--- config.mk ---
export PLATFORM = sky130hd
export DESIGN_NAME = tav_isqrt
export DESIGN_NICKNAME = d
export VERILOG_FILES = /design/src/sv/tav_isqrt.sv
export SDC_FILE = /design/constraint.sdc
export NUM_CORES = 2
export LEC_CHECK = 0
export BUFFER_PORTS_ARGS = -buffer_cell sky130_fd_sc_hd__buf_2
export CAP_MARGIN = 0
export CORE_UTILIZATION = 55
export DETAILED_ROUTE_END_ITERATION = 12
export GPL_TIMING_DRIVEN = 0
export PLACE_DENSITY = 0.75
export SLEW_MARGIN = 20
export SYNTH_ARGS = -nofsm -noshare
export SYNTH_HDL_FRONTEND = slang
export SYNTH_SLANG_ARGS = --single-unit
--- constraint.sdc ---
create_clock -name i_clk -period 9.85 [get_ports i_clk]
set_input_delay 0.985 -clock i_clk [delete_from_list [all_inputs] [get_ports i_clk]]
set_output_delay 0.985 -clock i_clk [all_outputs]
set_load 0.02 [all_outputs]
--- src/sv/tav_isqrt.sv ---
// Pipelined floor square root, one result bit per stage.
// Results advance through the stages while i_en is high; all stages hold when it is low.
module tav_isqrt #(
    parameter int IN_W = 50
) (
    input  logic                i_clk,
    input  logic                i_en,
    input  logic [IN_W-1:0]     i_x,
    output logic [IN_W/2-1:0]   o_root
);
    localparam int RW = IN_W / 2;

    logic [IN_W-1:0] r_rem  [RW];
    logic [RW-1:0]   r_root [RW];

    for (genvar j = 0; j < RW; j++) begin : g_stage
        localparam int B = RW - 1 - j;

        logic [IN_W-1:0] rem_in;
        logic [RW-1:0]   root_in;
        logic [IN_W:0]   trial;
        logic [IN_W-1:0] n_rem;
        logic [RW-1:0]   n_root;

        if (j == 0) begin : g_first
            assign rem_in  = i_x;
            assign root_in = '0;
        end else begin : g_next
            assign rem_in  = r_rem[j-1];
            assign root_in = r_root[j-1];
        end

        // (root + 2^B)^2 - root^2 = root * 2^(B+1) + 2^(2B).
        always_comb begin
            trial  = ((IN_W+1)'(root_in) << (B + 1)) | ((IN_W+1)'(1) << (2 * B));
            n_rem  = rem_in;
            n_root = root_in;
            if ({1'b0, rem_in} >= trial) begin
                n_rem  = IN_W'({1'b0, rem_in} - trial);
                n_root = root_in | (RW'(1) << B);
            end
        end

        always_ff @(posedge i_clk) begin
            if (i_en) begin
                r_rem[j]  <= n_rem;
                r_root[j] <= n_root;
            end
        end
    end

    assign o_root = r_root[RW-1];

endmodule

==> impl_metrics.csv <==
group,metric,value,unit
min_path,hp-class,"input pin to flip-flop",
timing,max_freq,0.193,GHz
critical_path,r2r_start,"r_rem[5][27]",
synthesis,synth.distinct_cells,87,
critical_path,worst-setup-path-type,"flip-flop to flip-flop",
timing,slew_viol_final,0,
pwr,intPower,13.2,mW
synthesis,synth-async-reset-ratio,0,
grt,grt_usage,0.233,
synthesis,avgSynthCellArea,12.8,sq um
critical_path,cp-start-kind,"flip-flop",
floorplanning,start_util,0.556,
clock_tree,clk_pin_slew,0.06,ns
timing,worst_slew_pin_slew,1.18,ns
synthesis,ys_ff_latch,1525,
grt,grt.overflow.total,0,
timing,min_period,5.18,ns
clock_tree,cts_buffers,156,
critical_path,rr_worst_depth,12,
clock_tree,numClockSinks,1525,
pwr,power,18.2,mW
clock_tree,cts.path.max_buffers,3,
place,io_buffer_count,76,
layout,n_fill_cell,9551,
pwr,clkPwrFrac,0.339,
clock_tree,cts_tree,"yes",
detailed_routing,dr.pass1.iters,5,
synthesis,synthesis.instances,5633,
synthesis,synthMostInstantiatedCell,"edfxtp_1",
timing,grt_setup_unrepaired,"false",
layout,multi_input_area,24400,sq um
grt,top_usage_layer,"met2",
run,maxCapViolations,0,
detailed_routing,wl_per_cell,19.9,um
layout,drive_gt1_frac,0.0759,
critical_path,critPathArrivalTime,5.67,ns
critical_path,r2r_end,"r_rem[5][75]",
pwr,seqPwrFrac,0.481,
grt,grt_pass1_wl,240,mm
timing,maxSlewHeadroom,0.190,
detailed_routing,vias,45200,
layout,regArea,45800,sq um
floorplanning,die_h,364,um
floorplanning,core-area,130000,sq um
critical_path,startpoint,"r_rem[5][27]",
status,outcome,"finished, final reports clean",
layout,nets,6276,
detailed_routing,drt_iter0_markers,3300,
timing,period_share,0.526,
detailed_routing,wl,154,mm
synthesis,ys.warnings.count,0,
detailed_routing,viasPerCell,5.83,
clock_tree,htreeDepth,4,
synthesis,synth_flop_cell,"edfxtp_1",
critical_path,cp-endpoint,"r_rem[5][75]",
critical_path,reg2reg_slack,4.67,ns
synthesis,yosys-top-cells-count,"1525 x edfxtp_1, 417 x inv_1, 384 x nor2_1",
grt,grt_use_met1,0.246,
clock_tree,postCtsSetupBuffers,0,
pwr,powerDensity,226,nW/um^2
synthesis,yosysTopAreaCell,"edfxtp_1",
synthesis,synth_edf_count,1525,
timing,setup_viol,0,
grt,grt_start_max_net_pins,156,
clock_tree,clk_latency,0.81,ns
place,dp_hpwl,114,mm
critical_path,required,10.33,ns
layout,areaGrowthSynthToFinish,11.6,%
pwr,irDropWorstVdd,0.171,mV
floorplanning,rows,132,
timing,clock_skew,0.0535,ns
grt,antenna_found_initial,2,
floorplanning,ios,77,
synthesis,ys_seq_area_frac,0.635,
synthesis,synth_top_area_share,0.635,
place,gp_congestion,0.966,
detailed_routing,drc,0,
detailed_routing,ant_nets,0,
pwr,swShare,0.277,
clock_tree,cts_root_buffer,"clkbuf_16",
timing,setup-tns-final,0,ns
critical_path,path_max_fanout,10,
synthesis,syn_area,72200,sq um
grt,grt_pass1_vias,45500,
grt,grt_util_met2,0.446,
clock_tree,ctsHoldBuffers,0,
pwr,p_leak,30.5,nW
synthesis,yosys-top-cells-area,"edfxtp_1 63%, ha_1 6.0%, xor2_1 3.2%",
pwr,netSwitchingPower,5.04,mW
floorplanning,die_w,364,um
grt,grt_util_met3,0.0317,
critical_path,end_kind,"flip-flop",
floorplanning,die_area,133000,sq um
synthesis,syn_nets,6031,
pwr,p_comb_frac,0.180,
clock_tree,cts_resized,0,
timing,finalHoldViolCount,0,
-- layout by cell type (no fill, tap or decap), types with 56 or more instances in the layout --
| cell | count |
|---|---|
| edfxtp_1 | 1525 |
| or3_1 | 66 |
| inv_1 | 417 |
| nor2_1 | 384 |
| clkbuf_1 | 117 |
| nand2b_1 | 61 |
| nand4_1 | 95 |
| o21a_1 | 70 |
| nor3_1 | 175 |
| nor4_1 | 192 |
| nand3_1 | 90 |
| ha_1 | 346 |
| xnor2_1 | 253 |
| a21o_1 | 125 |
| mux2_2 | 56 |
| xor2_1 | 260 |
| nand2_1 | 325 |
| buf_2 | 83 |
| a21oi_1 | 333 |
| clkbuf_16 | 156 |
| o21ai_0 | 218 |
-- cell type report --
cell class,instances,share of cell area
diodes,1,0.0000311
plain buffers,103,0.00512
clock buffers,189,0.0500
clock inverters,99,0.0181
inverters,421,0.0196
multi-input cells,3584,0.303
flip-flops and latches,1525,0.568
well taps,1742,0.0271
repair buffers,87,0.00867
-- per-layer routing --
metal  vias up  wire length, um
met5         -                0
li1      21600                -
met2      1338            83000
met3       418             6670
met1     21800            56300
met4         0             8260
-- worst min path at each step --
stage                       start       endpoint  slack [ns]  cells after the start
floorplan           r_rem[1][132]  r_rem[1][182]        0.42                      0
global placement    r_rem[2][160]   r_rem[3][10]        0.42                      0
detailed placement  r_rem[2][158]    r_rem[3][8]        0.43                      0
CTS                       i_x[47]   r_rem[0][47]        0.29                      1
global route               i_x[3]    r_rem[0][3]        0.30                      1
finish                    i_x[23]   r_rem[0][23]        0.33                      1
-- registers in the layout, indices dropped and copies added, names as in the netlist --
register and cells:
r_rem 1200, r_root 325
-- critical path, cell delays in order, from the launching register on --
cell and delay [ns]:
edfxtp_1 0.41, ha_1 0.29, clkbuf_1 0.25, nand2_1 0.15, or3_1 0.40, nor3_1 0.53, nand4_1 0.51, nand3_1 0.25
nand2b_1 0.12, clkbuf_1 0.54, clkbuf_1 0.65, buf_1 0.60, a21oi_1 0.18
-- cells by family (layout without fill, tap and decap cells) --
| kind of cell | count (synthesis) | count (layout) | synth area share |
|---|---|---|---|
| DFF | 1525 | 1525 | 0.635 |
| muxes | 72 | 72 | 0.0110 |
| and+or+nand+nor | 1635 | 1635 | 0.116 |
| xor gates and xnor gates | 513 | 513 | 0.0623 |
| buffers and inverters | 524 | 899 | 0.0276 |
| other | 0 | 1 | 0 |
| AOI/OAI and AO/OA | 1018 | 1018 | 0.0884 |
| adders and majority gates | 346 | 346 | 0.0600 |
-- per-stage QoR --
step	setup WS (ns)	hold WS (ns)	utilization	cells	cell area, sq um
floorplan	6.50	0.417	-	5633	72200
global route	4.70	0.304	0.621	7750	80600
global placement	-14.94	0.424	0.576	7451	74700
detailed placement	4.80	0.427	0.578	7462	75100
finish	4.67	0.335	0.621	7751	80600
CTS	4.77	0.288	0.621	7750	80600
-- power by group through the flow --
stage                     clock, mW  sequential (mW)  combinational (mW)
after floorplan                   0             8.65                2.42
after global placement            0             9.14                3.14
after CTS                      6.28             8.74                3.25
after detailed placement          0             8.87                3.22
after global routing           6.53             8.83                3.63
final                          6.18             8.76                3.28
(Power assumes the default switching activity.)
